--- src/design/lre_ram.sv ---
`timescale 1ns / 1ps
`default_nettype none
// ----------------------------------------------------------------------------
// lre_ram
// Simple dual-port RAM: one write port, one read port with registered data.
// ----------------------------------------------------------------------------
module lre_ram #(
    parameter int WIDTH = 64,
    parameter int DEPTH = 64,
    localparam int AW   = (DEPTH > 1) ? $clog2(DEPTH) : 1
) (
    input  wire logic             clk,
    input  wire logic             we,
    input  wire logic [AW-1:0]    waddr,
    input  wire logic [WIDTH-1:0] wdata,
    input  wire logic [AW-1:0]    raddr,
    output logic      [WIDTH-1:0] rdata
);

    logic [WIDTH-1:0] mem [DEPTH];

    always_ff @(posedge clk)
    begin
        if (we)
        begin
            mem[waddr] <= wdata;
        end
        rdata <= mem[raddr];
    end

endmodule
`default_nettype wire

--- config.mk ---
export PLATFORM = sky130hd
export DESIGN_NAME = lre_ram
export DESIGN_NICKNAME = d
export VERILOG_FILES = /design/src/design/lre_ram.sv
export SDC_FILE = /design/constraint.sdc
export NUM_CORES = 2
export LEC_CHECK = 0
export BUFFER_PORTS_ARGS = -buffer_cell sky130_fd_sc_hd__buf_4
export CORE_AREA = 3 3 503 505
export CTS_BUF_LIST = sky130_fd_sc_hd__clkbuf_16
export CTS_CLUSTER_SIZE = 20
export DETAILED_ROUTE_END_ITERATION = 8
export DIE_AREA = 0 0 506 508
export PLACE_DENSITY = 0.79
export SLEW_MARGIN = 20
export SYNTH_ARGS = -nofsm -noshare
export SYNTH_HDL_FRONTEND = slang
export SYNTH_SLANG_ARGS = --single-unit
--- constraint.sdc ---
create_clock -name clk -period 8.2 [get_ports clk]
set_clock_uncertainty 0.1 [all_clocks]
set_input_delay 1.23 -clock clk [delete_from_list [all_inputs] [get_ports clk]]
set_output_delay 1.23 -clock clk [all_outputs]
set_load 0.03 [all_outputs]
==> summary by stage <==
Synth
For this run, asynchronously set or reset flops after synthesis account for 0%. The mean instance size in the synthesized netlist is roughly 24 sq um. The number of warnings reported in the yosys synthesis log is 0. The cell taking the most area after synthesis is edfxtp_1. The post-synthesis net count is 6676. The gate count of the mapped netlist is about 6600. The post-synthesis instance area is 156000 sq um. The fraction of post-synthesis cell area in the top cell type by area is 78.7%. The commonest cells after synthesis are edfxtp_1 (4096), mux4_2 (1024), buf_2 (170), a22oi_1 (168), clkbuf_1 (140). In the synthesized netlist the dominant register cell turns out to be edfxtp_1. Among all cell types in the netlist, the one instantiated most often is edfxtp_1. The count of flip-flops with a built-in enable after synthesis is 4096. The number of different library cells used by synthesis comes to 33. After synthesis, flip-flops and latches occupy 79.5% of the total area. After synthesis, the cell types taking the most area are edfxtp_1 (79%), mux4_2 (15%), mux2i_1 (0.86%). The post-synthesis register bit count is 4160.

Final layout
In the final design database the tool counted 7021 nets. At the end of the flow the core is filled with cells to 70.2%. Counting the fill cells in the layout gives 13200. The area growth from synthesis to layout is 11.7%. The post-route netlist has 27.4% of its cells at a drive strength greater than 1.

Timing
The final hold violation count was 0. The smallest clock period supported by the final layout is computed as 4210 ps. The max-slew violation count came to 0. The total negative slack is 0 ps. The fraction of the cycle the final worst path needs is 51.3%.

The count of final setup violators is 0. The peak clock frequency supported by timing is 0.238 GHz. Setup repair after global routing left no endpoint under its margin. The worst-margin pin slew is 1260 ps. Final hold analysis gives a worst-case slack of 652 ps.

Measured against its own limit, the worst slew margin works out to between 10% and 20%.

Min path
The launch instance of the worst min-delay path is wdata[49]. In this run the worst hold path is classified as input port to flop.

Global routing
The overall global routing resource usage is 35.4%. Entering global routing, the biggest net connects 110 pins. The total overflow left after global routing is 0.

The first-pass GRT wire length is 632000 um. The number of global-route vias before repair was a little over 80000. The number of antenna violations at the first check in global routing is 19.

Status
The flow ran to the end, and the final reports show no timing, DRC or antenna violations.

Setup path
STA classifies the critical path startpoint as an input port. STA classifies the critical path endpoint as a flop. The startpoint identified for the worst register-to-register timing path is mem[12][14].

Of all nets on the critical path, the largest fanout is between 40 and 50. For the worst setup path, the data arrival time is 4680 ps. The kind of critical path is input port to flop. The most critical setup path has its startpoint at waddr[4].

The required time of the critical path is just under 9000 ps.

Die
The initialized floorplan defines 183 standard-cell rows. The initial utilization of the core area, before any placement, comes to 62.9%. The die covers 257000 sq um. The total core area is 249000 sq um. The width of the chip is 506 um. In this run the vertical extent of the chip is a little over 500 um. The number of top-level pins is 142.

Clock network
The clock transition time at the flip-flop clock pins of the worst setup and hold paths is 70 ps. The CTS tree is done. The clock insertion delay at the later pin of the skew report is 1010 ps.

The maximum clock path buffer count is 4. Counting the buffers created by CTS gives 396. Once the clock tree was built, the resizer swapped 0 gates to a different size. The tree is rooted in a clkbuf_16. The post-cts hold buffer count is 0. After clock tree synthesis, the setup repair step added 0 buffers. The clock drives approximately 4200 sinks.

The H-tree depth is 5.

Placement
The estimated wirelength of the detail-placed design is 211000 um. The congestion estimate from routability-driven global placement came to 0.808. The number of port buffers is ~140.

Detailed routing
Summing over every cut layer, the via total after detailed routing is 79900. In the routed design, unresolved DRC markers number 0. Dividing the detail-routed via count by the number of cells gives 7.54.

The wire length after detailed routing is 448000 um. The first TritonRoute pass finished after 8 iterations. Dividing the detail-routed wire length by the instance count gives 42.3 um. The residual antenna-violating net count after detailed routing is 0. The initial DRC count is 14000.

Flow run
The number of max-capacitance violations reported is 0.

Pwr
The leakage dissipation is about 0.055 uW. Across the VDD grid, the largest voltage drop is 0.255 mV. Dividing total power by cell area gives a power density of 252 nW/um^2.
## cells in the final DEF (no fill, tap or decap), drive strengths merged, types with 38 or more instances in the layout
cell type	netlist	layout
mux4	1024	1024
edfxtp	4096	4096
dfxtp	64	64
clkbuf	140	399
a22o	88	88
o221ai	38	38
clkinv	0	150
nand2	58	58
mux2i	135	135
and3	64	64
a211oi	63	63
bufinv	0	47
buf	230	317
nand3	45	45
o22ai	83	83
nor2	112	112
inv	19	117
a22oi	168	168
## worst paths after layout
| kind | endpoint | cells past startpoint | slack [ps] |
|---|---|---|---|
| setup / recovery | mem[17][37] | 5 | 3990 |
| hold / removal | mem[51][49] | 1 | 650 |
| setup reg to reg | rdata[14] | 5 | 5650 |
| hold reg to reg | rdata[50] | 4 | 750 |
## through the flow
step | setup WS (ps) | std cells | cell area [sq um] | power, uW
global placement | 2990 | 9875 | 162000 | 26100
floorplan | 1430 | 6598 | 156000 | 25200
CTS | 3840 | 10600 | 175000 | 44100
global route | 3790 | 10600 | 175000 | 44900
detailed placement | 2960 | 9875 | 162000 | 26200
finish | 3990 | 10600 | 175000 | 44000
## sequential cells by signal (all words and copies together), names as in the netlist
name / cells
mem: 4096
rdata: 64
## kinds of logic after synthesis
logic type | Yosys count | synth area share, %
simple gates | 386 | 1.24
flops | 4160 | 79.5
mux | 1159 | 15.6
compound gates | 504 | 2.48
buf+inv | 389 | 1.18
## report_power, final
| group | leakage, uW | internal [uW] | switching, uW | total (uW) |
|---|---|---|---|---|
| logic | 0.0109 | 756 | 1400 | 2160 |
| registers | 0.0374 | 23500 | 128 | 23700 |
| clock network | 0.00650 | 10300 | 7940 | 18200 |
## layout make-up
class / count / area [sq um] / area share (%)
repair buffers: 317 / 2680 / 1.54
inverters: 19 / 71.3 / 0.0408
flip-flops and latches: 4160 / 124000 / 71.2
multi-input cells: 2049 / 30800 / 17.6
diodes: 13 / 32.5 / 0.0186
clock buffers: 399 / 9980 / 5.72
well taps: 3330 / 4170 / 2.39
clock inverters: 309 / 2610 / 1.50
## critical path, cell delays in order
cell	delay [ps]
buf_4	140
nor2b_1	640
nand2b_1	720
nor2_4	870
buf_4	1000
## metal layers
layer	vias to the layer above	part of all wire, %	global-route usage [%]
li1	29100	-	-
met1	41100	31	46.0
met2	7980	47	54.5
met3	1690	15	9.77
met4	16	7.2	20.9
met5	-	0.022	0
No activity file was read; power rests on OpenSTA's default activity.
